--- src/sv/tsca_pkg.sv ---
// tsca_pkg: shared constants and types of the two-stage current averager
// no dependencies; used by tsca_div and two_stage_current_averager
package tsca_pkg;

    localparam int SAMPLE_W = 16;
    localparam int THRESH_W = 19;
    localparam logic [THRESH_W-1:0] THRESH_RST = 19'd20;

    // status of the serial divider
    typedef struct packed {
        logic busy;
        logic done;
    } t_div_sts;

endpackage

--- src/sv/tsca_div.sv ---
// tsca_div: serial signed-by-unsigned divider, one quotient bit per cycle
// truncates toward zero; depends on tsca_pkg
module tsca_div #(
    parameter int DVD_W = 26,
    parameter int DVS_W = 10
) (
    input  logic                    i_clk,
    input  logic                    i_rst_n,
    input  logic                    i_start,
    input  logic signed [DVD_W-1:0] i_dividend,
    input  logic        [DVS_W-1:0] i_divisor,
    output tsca_pkg::t_div_sts      o_sts,
    output logic signed [DVD_W-1:0] o_quotient
);

    localparam int CNT_W = $clog2(DVD_W + 1);

    logic             r_busy;
    logic             r_done;
    logic [CNT_W-1:0] r_cnt;
    logic [DVD_W-1:0] r_quo;
    logic [DVS_W-1:0] r_rem;
    logic [DVS_W-1:0] r_dvs;
    logic             r_neg;

    logic [DVS_W:0]   shifted;
    logic [DVS_W:0]   diff;
    logic             ge;
    logic [DVD_W-1:0] mag;

    assign mag     = i_dividend[DVD_W-1] ? DVD_W'(-i_dividend) : DVD_W'(i_dividend);
    assign shifted = {r_rem, r_quo[DVD_W-1]};
    assign ge      = shifted >= {1'b0, r_dvs};
    assign diff    = shifted - {1'b0, r_dvs};

    always_ff @(posedge i_clk) begin
        if (!i_rst_n) begin
            r_busy <= 1'b0;
            r_done <= 1'b0;
            r_cnt  <= '0;
        end else begin
            // done pulses for one cycle after the last quotient bit
            r_done <= r_busy && !i_start && (r_cnt == CNT_W'(1));
            if (i_start) begin
                r_busy <= 1'b1;
                r_cnt  <= CNT_W'(DVD_W);
            end else if (r_busy) begin
                r_cnt <= r_cnt - 1'b1;
                if (r_cnt == CNT_W'(1)) begin
                    r_busy <= 1'b0;
                end
            end
        end
    end

    // datapath: restoring division on the magnitude
    always_ff @(posedge i_clk) begin
        if (i_start) begin
            r_quo <= mag;
            r_rem <= '0;
            r_dvs <= i_divisor;
            r_neg <= i_dividend[DVD_W-1];
        end else if (r_busy) begin
            r_quo <= {r_quo[DVD_W-2:0], ge};
            r_rem <= ge ? diff[DVS_W-1:0] : shifted[DVS_W-1:0];
        end
    end

    assign o_sts.busy = r_busy;
    assign o_sts.done = r_done;
    assign o_quotient = r_neg ? -$signed(r_quo) : $signed(r_quo);

endmodule

--- src/sv/two_stage_current_averager.sv ---
// two_stage_current_averager: block sums of current samples, ring of block sums,
// long average by a serial divider; depends on tsca_pkg and tsca_div
//
// channel  direction  handshake                   payload
// in       input      i_in_valid / o_in_stall     i_current_sample
// out      output     o_out_valid / i_out_stall   o_average_current, o_window_full
// cfg      input      i_cfg_wr_en                 i_cfg_wr_data (quiet threshold)
//
// an item that does not close a block passes the calc, wait and finish states; one that closes
// a block first passes the read and update states for the ring read and update
// the wait state is set by the serial divider, one quotient bit per cycle over TOT_W bits;
// with an empty window the divider is skipped and the calc state goes straight to finish
// one item at a time; o_in_stall is high from acceptance until the result is loaded
// into the output register, which holds it while i_out_stall is high
// synchronous active-low reset clears control state and the threshold to 20;
// the ring of block sums is not cleared, its read value is only used once fully written
module two_stage_current_averager #(
    parameter int BLOCK_LEN     = 10,
    parameter int WINDOW_BLOCKS = 60
) (
    input  logic                                 i_clk,
    input  logic                                 i_rst_n,
    input  logic                                 i_in_valid,
    output logic                                 o_in_stall,
    input  logic signed [tsca_pkg::SAMPLE_W-1:0] i_current_sample,
    output logic                                 o_out_valid,
    input  logic                                 i_out_stall,
    output logic signed [tsca_pkg::SAMPLE_W-1:0] o_average_current,
    output logic                                 o_window_full,
    input  logic                                 i_cfg_wr_en,
    input  logic        [tsca_pkg::THRESH_W-1:0] i_cfg_wr_data
);

    // widths of the block sum, the window total, the counters, the divisor and the compare
    localparam int BLK_W  = tsca_pkg::SAMPLE_W + $clog2(BLOCK_LEN);
    localparam int TOT_W  = BLK_W + $clog2(WINDOW_BLOCKS);
    localparam int CNT_W  = $clog2(BLOCK_LEN);
    localparam int BS_W   = $clog2(2 * WINDOW_BLOCKS + 1);
    localparam int SLOT_W = $clog2(WINDOW_BLOCKS);
    localparam int DVS_W  = $clog2(WINDOW_BLOCKS * BLOCK_LEN + 1);
    localparam int CMP_W  = (BLK_W > tsca_pkg::THRESH_W) ? BLK_W : tsca_pkg::THRESH_W;

    // sequencer states
    localparam logic [2:0] ST_IDLE = 3'd0;
    localparam logic [2:0] ST_READ = 3'd1;
    localparam logic [2:0] ST_UPD  = 3'd2;
    localparam logic [2:0] ST_CALC = 3'd3;
    localparam logic [2:0] ST_WAIT = 3'd4;
    localparam logic [2:0] ST_FIN  = 3'd5;

    logic [2:0]                        r_state;
    logic [tsca_pkg::THRESH_W-1:0]     r_thresh;
    logic signed [BLK_W-1:0]           r_acc;
    logic [CNT_W-1:0]                  r_cnt;
    logic signed [BLK_W-1:0]           r_sum;
    logic signed [BLK_W-1:0]           r_rd;
    logic [BS_W-1:0]                   r_bs;
    logic signed [TOT_W-1:0]           r_total;
    logic signed [tsca_pkg::SAMPLE_W-1:0] r_res;
    logic                              r_res_full;
    logic                              r_ovalid;
    logic signed [tsca_pkg::SAMPLE_W-1:0] r_oavg;
    logic                              r_ofull;

    // ring of block sums
    logic signed [BLK_W-1:0] mem [WINDOW_BLOCKS];

    logic                    in_acc;
    logic                    out_free;
    logic                    full;
    logic [SLOT_W-1:0]       slot;
    logic signed [BLK_W-1:0] n_acc;
    logic [BS_W-1:0]         n_bs;
    logic [BLK_W-1:0]        sum_mag;
    logic                    quiet;
    logic [DVS_W-1:0]        divisor;
    logic                    div_start;
    tsca_pkg::t_div_sts      div_sts;
    logic signed [TOT_W-1:0] div_quo;

    assign in_acc   = i_in_valid && !o_in_stall;
    assign out_free = !r_ovalid || !i_out_stall;
    assign full     = r_bs >= BS_W'(WINDOW_BLOCKS);
    assign slot     = full ? SLOT_W'(r_bs - BS_W'(WINDOW_BLOCKS)) : SLOT_W'(r_bs);
    assign n_acc    = r_acc + BLK_W'(i_current_sample);

    // next ring position, wrapping inside full mode
    always_comb begin
        n_bs = r_bs + 1'b1;
        if (n_bs >= BS_W'(2 * WINDOW_BLOCKS)) begin
            n_bs = BS_W'(WINDOW_BLOCKS);
        end
    end

    assign sum_mag = r_sum[BLK_W-1] ? BLK_W'(-r_sum) : BLK_W'(r_sum);
    assign quiet   = CMP_W'(sum_mag) < CMP_W'(r_thresh);

    // number of samples behind the window total
    assign divisor = full ? DVS_W'(WINDOW_BLOCKS * BLOCK_LEN)
                          : DVS_W'(r_bs) * DVS_W'(BLOCK_LEN);
    assign div_start = (r_state == ST_CALC) && (r_bs != '0);

    tsca_div #(
        .DVD_W (TOT_W),
        .DVS_W (DVS_W)
    ) u_div (
        .i_clk      (i_clk),
        .i_rst_n    (i_rst_n),
        .i_start    (div_start),
        .i_dividend (r_total),
        .i_divisor  (divisor),
        .o_sts      (div_sts),
        .o_quotient (div_quo)
    );

    // threshold register
    always_ff @(posedge i_clk) begin
        if (!i_rst_n) begin
            r_thresh <= tsca_pkg::THRESH_RST;
        end else if (i_cfg_wr_en) begin
            r_thresh <= i_cfg_wr_data;
        end
    end

    // ring memory, registered read of the slot about to be replaced
    always_ff @(posedge i_clk) begin
        if (r_state == ST_READ) begin
            r_rd <= mem[slot];
        end
        if (r_state == ST_UPD) begin
            mem[slot] <= r_sum;
        end
    end

    // sequencer and window state
    always_ff @(posedge i_clk) begin
        if (!i_rst_n) begin
            r_state  <= ST_IDLE;
            r_acc    <= '0;
            r_cnt    <= '0;
            r_bs     <= '0;
            r_total  <= '0;
            r_ovalid <= 1'b0;
        end else begin
            // output register: loaded from the finish state, emptied when taken
            if (r_state == ST_FIN && out_free) begin
                r_ovalid <= 1'b1;
            end else if (r_ovalid && !i_out_stall) begin
                r_ovalid <= 1'b0;
            end
            unique case (r_state)
                ST_IDLE: begin
                    if (in_acc) begin
                        if (r_cnt == CNT_W'(BLOCK_LEN - 1)) begin
                            // block closes: hand the sum to the ring
                            r_acc   <= '0;
                            r_cnt   <= '0;
                            r_state <= ST_READ;
                        end else begin
                            r_acc   <= n_acc;
                            r_cnt   <= r_cnt + 1'b1;
                            r_state <= ST_CALC;
                        end
                    end
                end
                ST_READ: begin
                    r_state <= ST_UPD;
                end
                ST_UPD: begin
                    if (quiet) begin
                        // quiet block restarts the long window
                        r_bs    <= '0;
                        r_total <= '0;
                    end else begin
                        r_bs    <= n_bs;
                        r_total <= full ? r_total - TOT_W'(r_rd) + TOT_W'(r_sum)
                                        : r_total + TOT_W'(r_sum);
                    end
                    r_state <= ST_CALC;
                end
                ST_CALC: begin
                    if (r_bs == '0) begin
                        r_state <= ST_FIN;
                    end else begin
                        r_state <= ST_WAIT;
                    end
                end
                ST_WAIT: begin
                    if (div_sts.done) begin
                        r_state <= ST_FIN;
                    end
                end
                ST_FIN: begin
                    if (out_free) begin
                        r_state <= ST_IDLE;
                    end
                end
                default: begin
                    r_state <= ST_IDLE;
                end
            endcase
        end
    end

    // payload registers
    always_ff @(posedge i_clk) begin
        if (r_state == ST_IDLE && in_acc) begin
            r_sum <= n_acc;
        end
        if (r_state == ST_CALC) begin
            r_res      <= '0;
            r_res_full <= full;
        end
        if (r_state == ST_WAIT && div_sts.done) begin
            r_res <= div_quo[tsca_pkg::SAMPLE_W-1:0];
        end
        if (r_state == ST_FIN && out_free) begin
            r_oavg  <= r_res;
            r_ofull <= r_res_full;
        end
    end

    assign o_in_stall        = r_state != ST_IDLE;
    assign o_out_valid       = r_ovalid;
    assign o_average_current = r_oavg;
    assign o_window_full     = r_ofull;

    // ring position never leaves its two ranges
    a_bs_range: assert property (@(posedge i_clk) disable iff (!i_rst_n)
        r_bs < BS_W'(2 * WINDOW_BLOCKS))
        else $error("ring position out of range");

    // samples in the open block stay below the block length
    a_cnt_range: assert property (@(posedge i_clk) disable iff (!i_rst_n)
        r_cnt < CNT_W'(BLOCK_LEN - 1) || r_cnt == CNT_W'(BLOCK_LEN - 1))
        else $error("block sample count out of range");

    // the divider finishes only while the sequencer waits for it
    a_div_done: assert property (@(posedge i_clk) disable iff (!i_rst_n)
        div_sts.done |-> r_state == ST_WAIT)
        else $error("divider result outside wait state");

    // an accepted item always leads to a busy sequencer next cycle
    a_accept_busy: assert property (@(posedge i_clk) disable iff (!i_rst_n)
        in_acc |=> o_in_stall)
        else $error("sequencer did not start on accepted item");

    // a full-window result never comes from an empty window
    a_full_res: assert property (@(posedge i_clk) disable iff (!i_rst_n)
        (r_state == ST_CALC && r_bs == '0) |=> !r_res_full)
        else $error("empty window flagged full");

endmodule
--- config.mk ---
export PLATFORM = sky130hd
export DESIGN_NAME = two_stage_current_averager
export DESIGN_NICKNAME = d
export VERILOG_FILES = /design/src/sv/tsca_pkg.sv /design/src/sv/tsca_div.sv /design/src/sv/two_stage_current_averager.sv
export SDC_FILE = /design/constraint.sdc
export NUM_CORES = 2
export LEC_CHECK = 0
export BUFFER_PORTS_ARGS = -buffer_cell sky130_fd_sc_hd__buf_2
export CAP_MARGIN = 20
export CELL_PAD_IN_SITES_DETAIL_PLACEMENT = 2
export CELL_PAD_IN_SITES_GLOBAL_PLACEMENT = 2
export CORE_MARGIN = 3
export CORE_UTILIZATION = 48
export CTS_CLUSTER_SIZE = 20
export DETAILED_ROUTE_END_ITERATION = 10
export PLACE_DENSITY_LB_ADDON = 0.1
export SLEW_MARGIN = 30
export SYNTH_ARGS = -nofsm -noshare
export SYNTH_HDL_FRONTEND = slang
export SYNTH_SLANG_ARGS = --single-unit
--- constraint.sdc ---
create_clock -name i_clk -period 6.1 [get_ports i_clk]
set_input_delay 0.305 -clock i_clk [delete_from_list [all_inputs] [get_ports i_clk]]
set_output_delay 0.305 -clock i_clk [all_outputs]
set_load 0.01 [all_outputs]
======== Word-level counts from Yosys, hierarchy flattened ========
Memories as Yosys holds them, arrays and structs flattened. A register that Yosys moved wholly into a read port is not among the register bits.
Cells that the tools add are included.
cells by class
  multiplexer cells ....................... 30
  reduce and logical (&&, ||, !) cells .... 23
  bitwise operators ....................... 1
  equality and inequality tests ........... 10
  shifts and indexed selects .............. 0
  divide/modulo/power cells ............... 0
  add/sub/neg operators ................... 12
  order comparisons ....................... 4
  $mul .................................... 1
operator list
  operator               number
  $mux W26               5
  $add A26 B20 Y26       2
  $mux W16               3
  $mux W20               2
  $neg A26 Y26           1
  $sub A26 B20 Y26       1
  $add A20 B16 Y20       1
  $lt A20 B19 Y1         1
  $neg A20 Y20           1
  $pmux W3 S6            1
  $neg A16 Y16           1
  $mux W7                2
  $ge A11 B10 Y1         1
  $mux W10               1
  $mux W5                2
  $sub A10 B10 Y10       1
  $mul A7 B3 Y9 const B  1
  $mux W3                3
  $logic_and A1 B1 Y1    8
  $mux W1                8
  $add A7 B1 Y7 const B  1
  $ge A7 B6 Y1 const B   1
  $ge A7 B7 Y1 const B   1
  $logic_not A7 Y1       1
  23 further kinds       31
word-level totals
  ROM bits ................................ 0
  memory bits (writable) .................. 1200
  bits in latches ......................... 0
  input port bits ......................... 40
  memories kept ........................... 1
  logic and storage cells ................. 103
  flip-flop bits (word level) ............. 188
  output and inout port bits .............. 19
memories
  memory  words  width  rd ports  clocked after memory_dff  write ports  RTL line                          RTL
  mem     60     20     1         1                         1            two_stage_current_averager.sv:66  logic signed [BLK_W-1:0] mem [WINDOW_BLOCKS];

======== Logic depth before layout (Yosys ltp) ========
  depth after elaboration ................. 5
  depth in mapped cells ................... 18
  gate-level depth less buffers ........... 18

======== By module ========
A second synthesis with hierarchy kept.
second synthesis, totals
  cell total of the unflattened synthesis .. 3727
  area total of the unflattened synthesis .. 60888.4 um^2
modules (own cells, without submodules)
  module                      area each (um^2)  cells an instance  instances  seq. area each (um^2)
  two_stage_current_averager  57099.8           3315               1          39858.2
  tsca_div                    3788.6            412                1          1451.4

======== Worst setup path after synthesis ========
OpenSTA, ideal clock, no wires.
  path type ............................... reg-to-reg
  start ................................... reg r_sum[19]
  end ..................................... reg r_total[25]
  required time ........................... 6.026 ns
  stages on the path, launching flop included .. 15
  path slack .............................. 1.491 ns
  library setup time ...................... 0.074 ns
  arrival time ............................ 4.535 ns
  cell sequence ........................... edfxtp_1 clkinv_1 fa_1 inv_1 ha_1 clkbuf_1 and3_1 nand4_1 or3_1 o211ai_1 a21oi_1 o21ai_1 xnor2_1 nand3_1 a31oi_1
between the ends
  cells in the longest elaborated chain, start to end .. 4
ends and longest elaborated chain
  item                    RTL line                           RTL
  from (decl)             two_stage_current_averager.sv:55   logic signed [BLK_W-1:0] r_sum;
  from (signal assigned)  two_stage_current_averager.sv:208  r_sum <= n_acc;
  $neg A20 Y20            two_stage_current_averager.sv:95   assign sum_mag = r_sum[BLK_W-1] ? BLK_W'(-r_sum) : BLK_W'(r_sum);
  $mux W20                two_stage_current_averager.sv:95
  $lt A20 B19 Y1          two_stage_current_averager.sv:96   assign quiet = CMP_W'(sum_mag) < CMP_W'(r_thresh);
  $mux W26 *              two_stage_current_averager.sv:170  if (quiet) begin
  to (signal assigned)    two_stage_current_averager.sv:176  r_total <= full ? r_total - TOT_W'(r_rd) + TOT_W'(r_sum)
  to (decl)               two_stage_current_averager.sv:58   logic signed [TOT_W-1:0] r_total;
Every way passes the cells marked *; elsewhere a longest branch is shown, timed or not.
A chain may end at the register's enable or synchronous reset.

======== Final worst setup path ========
  start ................................... reg r_bs[2]
  end ..................................... reg r_rd[18], read port of mem (data pin)
between the ends
  cells in the longest elaborated chain, start to end .. 2
ends and longest elaborated chain
  item                                                  RTL line                                                            RTL
  from (decl)                                           two_stage_current_averager.sv:57                                    logic [BS_W-1:0] r_bs;
  from (signal assigned)                                two_stage_current_averager.sv:175                                   r_bs <= n_bs;
  $sub A6 B6 Y6 / $ge A7 B6 Y1 (equally long branches)  two_stage_current_averager.sv:84, two_stage_current_averager.sv:83
  $mux W6 *                                             two_stage_current_averager.sv:84                                    assign slot = full ? SLOT_W'(r_bs - BS_W'(WINDOW_BLOCKS)) : SLOT_W'(r_bs);
  to (decl)                                             two_stage_current_averager.sv:56                                    logic signed [BLK_W-1:0] r_rd;
Marks and branches as above.

==> summary.txt <==
Clock network
  – H-Tree Depth: 4
  – Total CTS buffers: around 150
  – CTS root buf: clkbuf_16
  – Sink Count: 1407
  – Max Root-Sink Buffers: 3
  – Post-CTS setup buffers: 0
  – Post-CTS sizing: 0
  – CTS tree: done
  – Worst-skew pair later-pin latency: 810 ps
  – Hold-fix buffers, CTS: 25
  – CTS clock-pin slew for the worst setup and hold paths: roughly 70 ps

Synthesis
  – Synth Warn #: 0
  – Synth top cells by count: 1310 x edfxtp_1, 366 x nand2_1, 300 x mux4_2, 214 x nor2_1, 156 x inv_1
  – Seq cells post-synth: 1407
  – Seq/Total Area, Yosys: between 60 and 70%
  – Synth async-reset ratio: 0%
  – Top FF cell, synth: edfxtp_1
  – Cell with the most instances after synthesis: edfxtp_1
  – Yosys top cell area share: about 65%
  – Synth area leader: edfxtp_1
  – Synth top area cells: edfxtp_1 65%, mux4_2 11%, dfxtp_1 3.2%, ha_1 2.4%, nand2_1 2.3%
  – Area of the mapped netlist: 60100 sq um
  – Syn Nets: 3902
  – Netlist cell types: 81
  – Post-synth EDFFs: ~1300
  – Synth Instances: 3716
  – Avg Inst Size Synth: 16.2 sq um

Layout
  – Share of layout cells above drive strength 1: about a fifth
  – P&R area growth vs syn: 13.3%
  – Final core occ: between 50% and 60%
  – Layout Nets: approximately 4000

Global route
  – Gr ovfl total: 0
  – GR Util met1: between 40% and 50%
  – Total GRT Usage: between 30% and 40%
  – Met2 Use GR: 55.1%
  – Initial antenna violation count: 8
  – Largest net degree at the start of global routing: roughly 130
  – First-pass GRT wire length: 307000 um
  – Grt peak-use layer: met2
  – Vias in the first global route: just under 40000
  – Met3 Use GR: around 5.8%

Route
  – WL/cell: roughly 38 um
  – WL final: 214000 um
  – Starting DRC count in detailed routing: 4603
  – Vias: roughly 37000
  – Drt pass-1 iters: 6
  – DRT antenna net count: 0
  – Routed vias/inst: between 6 and 7
  – # DRC: 0

STA
  – Fmax: approximately 190 MHz
  – Final slew viol count: 0
  – Worst Max-Slew Pin Slew: between 1000 and 1500 ps
  – Slew headroom: 28.3%
  – Endpoints failing setup: 0
  – Worst Skew: approximately 45 ps
  – Worst hold slack: 67.8 ps
  – Fin. Hold Viols: 0
  – Tcrit/Tclk final: a little under nine tenths
  – Setup TNS: 0 ps
  – Post-layout min period: 5240 ps
  – RSZ-0062 raised after global routing: no

Setup path
  – CP Data Required Time: roughly 6600 ps
  – Critical path class: flip-flop to flip-flop
  – CP max FO: slightly above 80
  – Startpoint Class: flip-flop
  – Setup crit end kind: flip-flop
  – Crit path DAT: about 5700 ps

Pwr
  – Pwr Density: 353 nW/um^2
  – Worst vdd ir: 0.335 mV
  – Total chip power: about 24 mW
  – Leak: ~23 nW

Floorplanning
  – Row count: 129
  – I/O Pins: 59
  – Die height: roughly 360 um
  – Die area: approximately 130000 sq um
  – Initial Util: about half
  – Core Area: roughly 120000 sq um
  – Die width: around 360 um

Run
  – Max-Cap Viols: 0

Min path
  – Hold WC Path Type: input port to flip-flop

Status
  – Outcome: complete, no violations

Place
  – Post-DP HPWL: 129000 um
  – Port bufs: 58
  – Routability Congestion: between 0.8 and 0.9
state kept, by name, summed over array words and instances (netlist names), 19 cells and up:
signal and flops:
r_sum 20, r_acc 20, r_rd 20, r_total 26
r_thresh 19, mem 1200, u_div.r_quo 26
metrics by stage:
step / instances / instance area (sq um) / setup WS, ps
2_1_floorplan: 3716 / 60100 / 1490
3_3_place_gp: 5371 / 63000 / 1510
3_5_place_dp: 5371 / 63000 / 1130
4_1_cts: 5668 / 68000 / 874
5_1_grt: 5671 / 68100 / 777
6_report: 5672 / 68100 / 863
routing by layer:
layer / vias up / share of wire (%)
met5: - / 0.012
met4: 4 / 5.3
met3: 508 / 7.7
met2: 1993 / 49
met1: 19500 / 38
li1: 14800 / -
power by group:
group / switching [mW] / total (mW) / internal, mW
registers: 0.193 / 11.1 / 10.9
logic: 2.38 / 3.71 / 1.33
clock network: 4.15 / 9.20 / 5.05
total: 6.73 / 24.0 / 17.3
cell families after synthesis:
logic type | count (synthesis) | synth area share (%)
flip-flops | 1407 | 68.7
AND/OR/NAND/NOR | 839 | 6.10
buffers and inverters | 332 | 2.22
AO/OA/AOI/OAI | 512 | 5.66
adder cells (fa/ha/maj) | 146 | 3.40
XOR/XNOR | 130 | 1.89
multiplexers | 350 | 12.1
worst paths after layout:
check              from               endpoint  slack, ps  cells past startpoint
max reg2reg     r_bs[2]               r_rd[18]        860                     12
max             r_bs[2]               r_rd[18]        860                     12
min          i_in_valid             r_state[0]         70                      4
min reg2reg   r_res[13]  o_average_current[13]        410                      0
area by class of cell:
class	instances	area [sq um]
diodes	1	2.50
clock buffers	191	3950
clock inverters	81	782
fillers	10800	55900
inverters	160	601
multi-input cells	1977	17700
flip-flops and latches	1407	41300
well taps	1637	2050
repair buffers	218	1700
cell usage in the layout, fill, tap and decap left out, types with 38 or more instances in the layout:
cell type / instances
nand2_1: 365
nor2_2: 61
ha_1: 117
o21ai_0: 108
xnor2_1: 93
clkbuf_16: 151
nor2_1: 153
mux4_2: 300
clkbuf_1: 38
a21oi_1: 136
nand3_1: 108
edfxtp_1: 1310
mux2i_1: 50
buf_2: 58
dfxtp_1: 95
buf_4: 120
inv_1: 155
worst max-delay path, cell delays in order, from the launching register on:
cell       delay [ps]
dfxtp_1           650
ha_1              570
nand2_1           230
a21oi_1           450
nor2_4             70
inv_1             350
nand2_1           240
a21boi_4          210
buf_12            240
nand2_2           480
a21oi_1           140
a2111oi_1         860
o221ai_1          340
Note: power is estimated with default switching activity, not from simulation.
